$ cat src/hdl/bht_pkg.sv
package bht_pkg;

   localparam int Buckets = 8;
   localparam int Slots = 16;
   localparam int BktW = $clog2(Buckets) > 0 ? $clog2(Buckets) : 1;
   localparam int SlotW = $clog2(Slots) > 0 ? $clog2(Slots) : 1;
   localparam int FillW = $clog2(Slots + 1);
   localparam int TotW = $clog2(Buckets * Slots + 1);

   localparam logic [1:0] FUNC_INSERT = 2'd0;
   localparam logic [1:0] FUNC_LOOKUP = 2'd1;
   localparam logic [1:0] FUNC_REMOVE = 2'd2;

   localparam logic [2:0] ST_DONE = 3'd0;
   localparam logic [2:0] ST_FOUND = 3'd1;
   localparam logic [2:0] ST_MISSING = 3'd2;
   localparam logic [2:0] ST_BUCKET_FULL = 3'd3;
   localparam logic [2:0] ST_TABLE_FULL = 3'd4;
   localparam logic [2:0] ST_EMPTY = 3'd5;

   typedef struct packed {
      logic [1:0] func;
      logic [31:0] key;
   } req_type;

   typedef struct packed {
      logic [2:0] status;
      logic [3:0] slot;
      logic [2:0] bucket;
      logic [7:0] total;
   } rsp_type;

   // Control that every cell of the chain sees in the same cycle.
   typedef struct packed {
      logic load;
      logic rotate;
      logic store;
      logic remove;
      logic [SlotW-1:0] rm_slot;
   } cell_ctl_type;

endpackage

$ cat src/hdl/bht_cell.sv
// One slot of the working bucket. During a scan the chain rotates by one slot a
// cycle, so the key in cell zero walks through every slot of the bucket in turn.
module bht_cell (
   input  logic                     clock,
   input  bht_pkg::cell_ctl_type    ctl,
   input  logic [bht_pkg::SlotW-1:0] index,
   input  logic [31:0]              load_key,
   input  logic [31:0]              next_key,
   input  logic [31:0]              after_key,
   output logic [31:0]              key
);

   logic [31:0] key_ff;
   logic [31:0] key_in;

   // Load from memory, rotate toward cell zero, or close the gap of a removal.
   always_comb begin
      key_in = key_ff;
      if (ctl.load) begin
         key_in = load_key;
      end else if (ctl.rotate) begin
         key_in = next_key;
      end else if (ctl.remove && index >= ctl.rm_slot) begin
         key_in = after_key;
      end
   end

   always_ff @(posedge clock) begin
      key_ff <= key_in;
   end

   assign key = key_ff;

endmodule

$ cat src/hdl/bucketed_hash_table.sv
// Hash table of fixed buckets keyed by key modulo the bucket count. Each start
// transfer takes one operation and yields exactly one result on the rsp_ ports,
// flagged by rsp_valid for one cycle; the receiver cannot stall it, so it must
// take it in that cycle. busy is high from the start transfer until the result
// cycle. An insert, an unused code, or a lookup or remove on an empty table goes
// through the bucket read, load, write and result states; a lookup or remove on
// a non-empty table adds a scan over all Slots slots that rotates the bucket
// through the chain of slot cells one slot a cycle.
module bucketed_hash_table (
   input  logic                clock,
   input  logic                reset,
   input  logic                start,
   output logic                busy,
   input  bht_pkg::req_type    req_data,
   output logic                rsp_valid,
   output bht_pkg::rsp_type    rsp_data
);

   localparam logic [2:0] S_IDLE = 3'd0;
   localparam logic [2:0] S_READ = 3'd1;
   localparam logic [2:0] S_LOAD = 3'd2;
   localparam logic [2:0] S_SCAN = 3'd3;
   localparam logic [2:0] S_WRITE = 3'd4;
   localparam logic [2:0] S_RESP = 3'd5;

   localparam int Slots = bht_pkg::Slots;
   localparam int SlotW = bht_pkg::SlotW;
   localparam int FillW = bht_pkg::FillW;
   localparam int TotW = bht_pkg::TotW;
   localparam int BktW = bht_pkg::BktW;

   logic [2:0] state_ff, state_in;
   bht_pkg::req_type req_ff, req_in;
   logic [FillW-1:0] fill_ff [bht_pkg::Buckets];
   logic [TotW-1:0] total_ff, total_in;
   logic [FillW-1:0] cnt_ff, cnt_in;
   logic hit_ff, hit_in;
   logic [SlotW-1:0] pos_ff, pos_in;
   logic [2:0] status_ff, status_in;
   logic [SlotW-1:0] rslot_ff, rslot_in;
   logic fill_we;
   logic [FillW-1:0] fill_wdata;

   // Bucket memory: one row of Slots keys per bucket.
   logic [Slots*32-1:0] mem [bht_pkg::Buckets];
   logic [Slots*32-1:0] rd_row_ff;
   logic [Slots*32-1:0] wr_row;
   logic mem_we;

   logic [BktW-1:0] bkt;
   logic [FillW-1:0] fill;
   bht_pkg::cell_ctl_type ctl;
   logic [31:0] cell_key [Slots];
   logic ins_put;

   assign bkt = BktW'(req_ff.key % bht_pkg::Buckets);
   assign fill = fill_ff[bkt];

   always_ff @(posedge clock) begin
      if (mem_we) begin
         mem[bkt] <= wr_row;
      end
      rd_row_ff <= mem[bkt];
   end

   // The insert writes its key into the row the cells hold.
   assign ins_put = state_ff == S_WRITE && req_ff.func == bht_pkg::FUNC_INSERT
                    && status_ff == bht_pkg::ST_DONE;

   // Chain of slot cells.
   for (genvar i = 0; i < Slots; i++) begin : g_cell
      bht_cell u_cell (
         .clock     (clock),
         .ctl       (ctl),
         .index     (SlotW'(i)),
         .load_key  (rd_row_ff[i*32 +: 32]),
         .next_key  (cell_key[(i + 1) % Slots]),
         .after_key (cell_key[(i + 1) % Slots]),
         .key       (cell_key[i])
      );
      assign wr_row[i*32 +: 32] = (ins_put && rslot_ff == SlotW'(i)) ? req_ff.key
                                                                    : cell_key[i];
   end

   // Sequencer.
   always_comb begin
      state_in = state_ff;
      req_in = req_ff;
      total_in = total_ff;
      cnt_in = cnt_ff;
      hit_in = hit_ff;
      pos_in = pos_ff;
      status_in = status_ff;
      rslot_in = rslot_ff;
      fill_we = 1'b0;
      fill_wdata = fill;
      mem_we = 1'b0;
      ctl = '0;
      ctl.rm_slot = pos_ff;
      unique case (state_ff)
         S_IDLE: begin
            if (start) begin
               req_in = req_data;
               state_in = S_READ;
            end
         end
         S_READ: begin
            state_in = S_LOAD;
            cnt_in = '0;
            hit_in = 1'b0;
            pos_in = '0;
            rslot_in = '0;
            status_in = bht_pkg::ST_DONE;
            unique case (req_ff.func)
               bht_pkg::FUNC_INSERT: begin
                  if (32'(total_ff) >= bht_pkg::Buckets * Slots) begin
                     status_in = bht_pkg::ST_TABLE_FULL;
                  end else if (32'(fill) >= Slots) begin
                     status_in = bht_pkg::ST_BUCKET_FULL;
                  end else begin
                     rslot_in = SlotW'(fill);
                  end
               end
               bht_pkg::FUNC_LOOKUP, bht_pkg::FUNC_REMOVE: begin
                  if (total_ff == '0) begin
                     status_in = bht_pkg::ST_EMPTY;
                  end
               end
               default: begin
               end
            endcase
         end
         S_LOAD: begin
            ctl.load = 1'b1;
            if ((req_ff.func == bht_pkg::FUNC_LOOKUP || req_ff.func == bht_pkg::FUNC_REMOVE)
                && status_ff == bht_pkg::ST_DONE) begin
               state_in = S_SCAN;
            end else begin
               state_in = S_WRITE;
            end
         end
         S_SCAN: begin
            // Compare the key in cell zero, then rotate.
            ctl.rotate = 1'b1;
            if (!hit_ff && cnt_ff < fill && cell_key[0] == req_ff.key) begin
               hit_in = 1'b1;
               pos_in = SlotW'(cnt_ff);
            end
            cnt_in = cnt_ff + 1'b1;
            if (32'(cnt_ff) == Slots - 1) begin
               state_in = S_WRITE;
            end
         end
         S_WRITE: begin
            state_in = S_RESP;
            if (req_ff.func == bht_pkg::FUNC_INSERT) begin
               if (status_ff == bht_pkg::ST_DONE) begin
                  mem_we = 1'b1;
                  fill_we = 1'b1;
                  fill_wdata = fill + 1'b1;
                  total_in = total_ff + 1'b1;
               end
            end else if ((req_ff.func == bht_pkg::FUNC_LOOKUP
                          || req_ff.func == bht_pkg::FUNC_REMOVE)
                         && status_ff == bht_pkg::ST_DONE) begin
               if (!hit_ff) begin
                  status_in = bht_pkg::ST_MISSING;
               end else begin
                  rslot_in = pos_ff;
                  if (req_ff.func == bht_pkg::FUNC_LOOKUP) begin
                     status_in = bht_pkg::ST_FOUND;
                  end else begin
                     ctl.remove = 1'b1;
                     fill_we = 1'b1;
                     fill_wdata = fill - 1'b1;
                     total_in = total_ff - 1'b1;
                  end
               end
            end
         end
         S_RESP: begin
            state_in = S_IDLE;
            if (req_ff.func == bht_pkg::FUNC_REMOVE && status_ff == bht_pkg::ST_DONE) begin
               mem_we = 1'b1;
            end
         end
         default: begin
            state_in = S_IDLE;
         end
      endcase
   end

   always_ff @(posedge clock) begin
      if (reset) begin
         state_ff <= S_IDLE;
         total_ff <= '0;
         for (int b = 0; b < bht_pkg::Buckets; b++) begin
            fill_ff[b] <= '0;
         end
      end else begin
         state_ff <= state_in;
         total_ff <= total_in;
         if (fill_we) begin
            fill_ff[bkt] <= fill_wdata;
         end
      end
      req_ff <= req_in;
      cnt_ff <= cnt_in;
      hit_ff <= hit_in;
      pos_ff <= pos_in;
      status_ff <= status_in;
      rslot_ff <= rslot_in;
   end

   assign busy = state_ff != S_IDLE;
   assign rsp_valid = state_ff == S_RESP;
   assign rsp_data.status = status_ff;
   assign rsp_data.slot = 4'(rslot_ff);
   assign rsp_data.bucket = 3'(bkt);
   assign rsp_data.total = 8'(total_ff);

`ifndef SYNTH
   a_total_bound: assert property (@(posedge clock) disable iff (reset)
      32'(total_ff) <= bht_pkg::Buckets * Slots)
      else $error("total exceeds capacity");
   a_one_rsp: assert property (@(posedge clock) disable iff (reset)
      rsp_valid |=> !rsp_valid)
      else $error("back to back results");
   a_start_rsp: assert property (@(posedge clock) disable iff (reset)
      (start && !busy) |=> busy)
      else $error("start not taken");
   a_total_step: assert property (@(posedge clock) disable iff (reset)
      !fill_we |=> $stable(total_ff))
      else $error("total changed without fill update");
`endif

endmodule

$ cat config.mk
export PLATFORM = sky130hd
export DESIGN_NAME = bucketed_hash_table
export DESIGN_NICKNAME = d
export VERILOG_FILES = /design/src/hdl/bht_pkg.sv /design/src/hdl/bht_cell.sv /design/src/hdl/bucketed_hash_table.sv
export SDC_FILE = /design/constraint.sdc
export NUM_CORES = 2
export LEC_CHECK = 0
export ABC_AREA = 1
export BUFFER_PORTS_ARGS = -buffer_cell sky130_fd_sc_hd__buf_4
export CAP_MARGIN = 20
export CORE_MARGIN = 1.5
export CORE_UTILIZATION = 33
export DETAILED_ROUTE_END_ITERATION = 7
export GPL_ROUTABILITY_DRIVEN = 1
export MAX_ROUTING_LAYER = met4
export SKIP_LAST_GASP = 1
export SYNTH_ARGS = -nofsm -noshare
export SYNTH_HDL_FRONTEND = slang
export SYNTH_MEMORY_MAX_BITS = 65536
export SYNTH_SLANG_ARGS = --single-unit
$ cat constraint.sdc
create_clock -name clock -period 27.4 [get_ports clock]
set_input_delay 8.22 -clock clock [delete_from_list [all_inputs] [get_ports clock]]
set_output_delay 8.22 -clock clock [all_outputs]
set_load 0.01 [all_outputs]
Yosys cells after proc, flatten, opt, wreduce, memory -nomap -nowiden
Memory sizes are Yosys's and may differ from the RTL's. A register that Yosys moved wholly into a read port is not among the register bits.
Index checks and enable logic that the tools add are counted.
W data, S select, Z words.
{"block": "word_totals", "register_bits": 574, "mem_bits_rw": 4136, "in_bits": 37, "output_inout_bits": 20, "wordCells": 282, "mem_count": 2}
{"name": "mem", "words": 8, "width": 512, "rd": 1, "rd_clocked_by_memory_dff": 1, "write_ports": 1, "line_no": "bucketed_hash_table.sv:45", "source": "logic [Slots*32-1:0] mem [bht_pkg::Buckets];"}
{"name": "fill_ff", "words": 8, "width": 5, "rd": 1, "rd_clocked_by_memory_dff": 1, "write_ports": 8, "line_no": "bucketed_hash_table.sv:34", "source": "logic [FillW-1:0] fill_ff [bht_pkg::Buckets];"}
{"block": "op_classes", "add_sub_neg": 5, "n_lt_le_gt_ge": 19, "eq_ne": 33, "n_mux": 124, "n_reduce_logical": 74}
{"op": "$mux W32", "n": 64}
{"op": "$reduce_bool A3 Y1", "n": 17}
{"op": "$mux W8", "n": 5}
{"op": "$logic_and A1 B1 Y1", "n": 38}
{"op": "$mux W5", "n": 7}
{"op": "$mux W3", "n": 11}
{"op": "$eq A32 B32 Y1", "n": 1}
{"op": "$eq A4 B4 Y1 const B", "n": 8}
{"op": "$ge A4 B4 Y1 const A", "n": 8}
{"op": "$mux W4", "n": 7}
{"op": "$mux W1", "n": 21}
{"op": "$eq A4 B3 Y1 const B", "n": 4}
{"op": "$ge A3 B4 Y1 const A", "n": 4}
{"op": "$pmux W4 S2", "n": 2}
{"op": "$pmux W3 S5", "n": 1}
{"op": "$ne A2 B2 Y1 const B", "n": 6}
{"op": "$pmux W3 S2", "n": 2}
{"op": "$add A5 B1 Y5 const B", "n": 2}
{"op": "$pmux W5 S2", "n": 1}
{"op": "$add A8 B1 Y8 const B", "n": 1}
{"op": "$eq A4 B2 Y1 const B", "n": 2}
{"op": "$ge A1 B4 Y1 const A", "n": 2}
{"op": "$ge A2 B4 Y1 const A", "n": 2}
{"op": "$ge A8 B8 Y1 const B", "n": 1}
{"op": "other kinds (27)", "n": 38}

Depth between registers and ports, before layout
{"block": "logic_depth", "ltp_word": 11, "mapped_depth": 17, "mapped_depth_nobuf": 15}

By module
Synthesis repeated with hierarchy kept, for this count alone.
{"block": "hier_totals", "cells_unflattened": 13973, "hier_area_um2": 196161.9}
{"mod": "bucketed_hash_table", "n_inst": 1, "cells_each": 10821, "area_per_inst_um2": 167334.2, "seq_area_each_um2": 136260.7}
{"mod": "bht_cell", "n_inst": 16, "cells_each": 197, "area_per_inst_um2": 1801.7, "seq_area_each_um2": 960.9}

Least setup slack after synthesis
No wires, ideal clock.
{"block": "synth_path", "path_kind": "register -> register", "startpoint": "register req_ff[32] (netlist bit)", "endpoint": "memory mem[0][0] (netlist bit), enable pin", "setup_ps": 1402, "arrival_time_ps": 22555, "required_ps": 25998, "slack_ps": 3443, "path_stages_with_launch": 8, "path_buffers": 1, "cell_sequence": "edfxtp_1 inv_1 ha_1 nand2_2 nor2_2 buf_2 a31oi_1 nor2_1"}
{"block": "synth_between", "elab_chain_len": 6}
{"item": "from (decl)", "line_no": "bucketed_hash_table.sv:33", "source": "bht_pkg::req_type req_ff, req_in;"}
{"item": "from (signal assigned)", "line_no": "bucketed_hash_table.sv:207", "source": "req_ff <= req_in;"}
{"item": "$eq A2 B2 Y1", "line_no": "bucketed_hash_table.sv:183", "source": "if (req_ff.func == bht_pkg::FUNC_REMOVE && status_ff == bht_pkg::ST_DONE) begin"}
{"item": "$logic_and A1 B1 Y1", "line_no": "bucketed_hash_table.sv:183"}
{"item": "$mux W1", "line_no": "bucketed_hash_table.sv:183"}
{"item": "$pmux W1 S2 *", "line_no": "bucketed_hash_table.sv:100", "source": "unique case (state_ff)"}
{"item": "$mux W1 *", "line_no": "bucketed_hash_table.sv:60", "source": "if (mem_we) begin"}
{"item": "$mux W1 (implied by the code) *", "line_no": "bucketed_hash_table.sv:61", "source": "mem[bkt] <= wr_row;"}
{"item": "to (decl)", "line_no": "bucketed_hash_table.sv:45"}
Every way passes the cells marked *; elsewhere a longest branch is shown, timed or not.

Worst setup path after layout
{"block": "layout_path", "startpoint": "register state_ff[2]", "endpoint": "output port rsp_valid"}
{"block": "layout_between", "elab_chain_len": 1}
{"item": "from (decl)", "line_no": "bucketed_hash_table.sv:32", "source": "logic [2:0] state_ff, state_in;"}
{"item": "from (signal assigned)", "line_no": "bucketed_hash_table.sv:201", "source": "state_ff <= state_in;"}
{"item": "$eq A3 B3 Y1", "line_no": "bucketed_hash_table.sv:216", "source": "assign rsp_valid = state_ff == S_RESP;"}
{"item": "to (decl)", "line_no": "bucketed_hash_table.sv:15", "source": "output logic rsp_valid,"}
No other way between the ends.

==> flow_summary_export.csv <==
group,metric,value,unit
critical_path,cp.arrival,2.01,ns
clock_network,cts_buffer_depth,4,
power_and_ir_drop,p_leak,72.06,nW
sta,slew-limit-headroom,0.2046,
min_path,hold_path_depth,2,
floorplanning,std_cell_rows,277,
synth,synth_flop_cell,"edfxtp_1",
synth,synthCells,12900,
sta,period_needed,10.23,ns
floorplanning,coreArea,569100,um^2
floorplanning,die_area,575800,um^2
global_routing,track_usage,0.1787,
floorplanning,die_h,758.8,um
drt,vias_per_cell,5.241,
power_and_ir_drop,p_total,17.43,mW
synth,async_flop_share,0,
layout,syn2layout_area_growth,13.20,%
flow_run,cap_violations,0,
critical_path,path_max_fanout,5,
layout,drive_above_1_share,0.07717,
drt,vias,109400,
sta,worstMarginPinSlew,1.189,ns
global_routing,grt_pass1_vias,106900,
clock_network,htreeDepth,5,
placed_design,dp_hpwl,250200,um
critical_path,r2r_slack,20.90,ns
critical_path,cp.required,19.18,ns
clock_network,cts_sinks,5225,
sta,timing.hold.ws,0.4332,ns
floorplanning,start_util,0.3313,
synth,yosys.area.top_type_share,0.7485,
placed_design,portBuffers,56,
drt,first_iter_violations,12090,
min_path,hp-start,"mem[6][167]",
synth,ys_types,41,
synth,yosysTopAreaCell,"edfxtp_1",
critical_path,r2r_end,"mem[0][369]",
synth,seq_area_frac_synth,0.8043,
clock_network,postCtsSetupBuffers,0,
synth,yosys_warnings,0,
sta,report.final.hold_viol_count,0,
layout,fin_util,0.3750,
critical_path,rr_worst_depth,12,
global_routing,overflow,0,
global_routing,grt_pass1_wl,747600,um
floorplanning,die_x,758.8,um
drt,dr.pass1.iters,6,
drt,detail_route.wirelength,515900,um
synth,syn_avg_cell_area,14.62,um^2
critical_path,path_class,"reg -> out",
clock_network,postCtsHoldBufs,0,
layout,fillCellCount,52870,
sta,finalSetupViolCount,0,
clock_network,ctsResizeCount,0,
min_path,whs_endpoint,"rd_row_ff[167]",
global_routing,grt_antenna_before_repair,15,
outcome,status,"finished clean",
synth,ys_top_cells_by_area,"edfxtp_1 (75%), nand2_1 (7.7%), dfxtp_1 (5.6%)",
floorplanning,num_io_pins,57,
global_routing,grt_max_degree,130,
power_and_ir_drop,powerDensity,81.68,nW/um^2
sta,period_share,0.3735,
critical_path,r2r_start,"req_ff[32]",
synth,syn-cell-area,188500,um^2
clock_network,clk_pin_slew,0.06,ns
sta,skew,0.06118,ns
sta,fmax,97.73,MHz
sta,fin_setup_tns,0,ns
clock_network,cts-root-buf,"clkbuf_16",
clock_network,clock_latency,1.03,ns
critical_path,crit_path_start_kind,"flip-flop",
layout,final_nets,12990,
drt,drc,0,
min_path,min_path_type,"reg -> reg",
clock_network,cts_tree,"done",
clock_network,cts_buffers,471,
synth,ys_ff_latch,5225,
synth,syn_nets,12950,
drt,wl_per_cell,24.72,um
sta,rsz0062_at_grt,"no",
sta,maxSlewViolCount,0,
placed_design,gp_routability_congestion,0.7960,
power_and_ir_drop,ir_worst_vdd,0.00006122,V
critical_path,crit_path_end_kind,"output port",
synth,synth-edff-count,4699,
drt,ant_nets,0,
## worst max-delay path: stages (launching register included)
cell     delay [ns]
dfxtp_1        0.44
inv_2          0.10
nor2_1         0.26
buf_4          0.18
## Yosys cell counts (65+ instances only)
master and n:
clkbuf_1 593, edfxtp_1 4699, a22oi_1 747, nand3_1 119
a22o_1 105, o21ai_0 559, nor2_1 132, a21oi_1 129
a221oi_1 362, inv_1 237, nand2_1 3892, buf_2 65
dfxtp_1 526, nand4_1 454
## state kept, by name (all words and copies together) (netlist names), 4 cells and up, named ones only
name               flops
mem                 4096
fill_ff               40
total_ff               8
pos_ff                 4
req_ff                34
cnt_ff                 5
g_cell.u_cell.key    512
rd_row_ff            512
rslot_ff               4
## cells by family after synthesis
group,synth area share
buffers and inverters,0.01958
DFF,0.8043
AOI/OAI and AO/OA,0.07228
adders and majority gates,0.001301
xor gates and xnor gates,0.0009291
and+or+nand+nor,0.1016
## routing by layer
metal | vias up | track usage | wire length (um)
met5 | - | - | 0
met4 | 0 | 0.04732 | 13780
met3 | 730 | 0.02462 | 40050
met2 | 4396 | 0.2845 | 242900
met1 | 56310 | 0.2420 | 219200
li1 | 47940 | - | -
## layout by cell type, fill, tap and decap left out, types with 8 or more instances in the layout
cell type	instances
buf_12	22
nor2_1	123
buf_4	246
a22o_1	105
clkbuf_8	61
o21ai_4	9
clkbuf_16	477
edfxtp_1	4699
nand4_1	454
o21ai_0	550
nor2_4	9
clkinv_1	49
dfxtp_1	526
clkinv_2	85
nand3_1	116
and3_1	55
nand2_4	9
clkbuf_1	142
o21ai_1	64
a22oi_1	747
inv_2	8
clkinv_16	11
inv_1	231
bufinv_16	36
nand2_1	3882
a21oi_1	129
inv_8	9
a221oi_1	362
xnor2_1	13
ha_1	18
o2bb2ai_1	8
clkinvlp_4	8
## how the worst max path moves through the flow
stage | startpoint | endpoint | slack (ns) | cells after the start
CTS | state_ff[2] | rsp_valid | 17.11 | 3
global route | state_ff[2] | rsp_valid | 17.09 | 3
detailed placement | reset | fill_ff[7][3] | 17.78 | 4
floorplan | req_ff[32] | mem[0][0] | 3.44 | 7
global placement | reset | fill_ff[4][0] | 17.80 | 4
finish | state_ff[2] | rsp_valid | 17.17 | 3
## area by class of cell
class / count / area [um^2] / share of cell area
sequential: 5225 / 151600 / 0.7105
tap: 7533 / 9425 / 0.04416
clock inverter: 197 / 2182 / 0.01022
antenna: 2 / 5.005 / 0.00002345
multi-input combinational: 6713 / 33550 / 0.1572
timing repair buffer: 269 / 2302 / 0.01079
clock buffer: 680 / 13310 / 0.06236
inverter: 250 / 1007 / 0.004719
## where the power goes
part	leakage (nW)	switching [mW]	internal, mW
Combinational	17.7	1.13	0.339
Clock	7.57	2.92	3.71
Sequential	46.8	0.147	9.18
## through the flow
step	setup WS, ns	instances	area, um^2
6_report	17.17	20870	213400
3_5_place_dp	17.78	19990	197900
2_1_floorplan	3.443	12900	188500
3_3_place_gp	17.80	19990	197900
5_1_grt	17.09	20870	213400
4_1_cts	17.11	20870	213400
(Power assumes the default switching activity.)
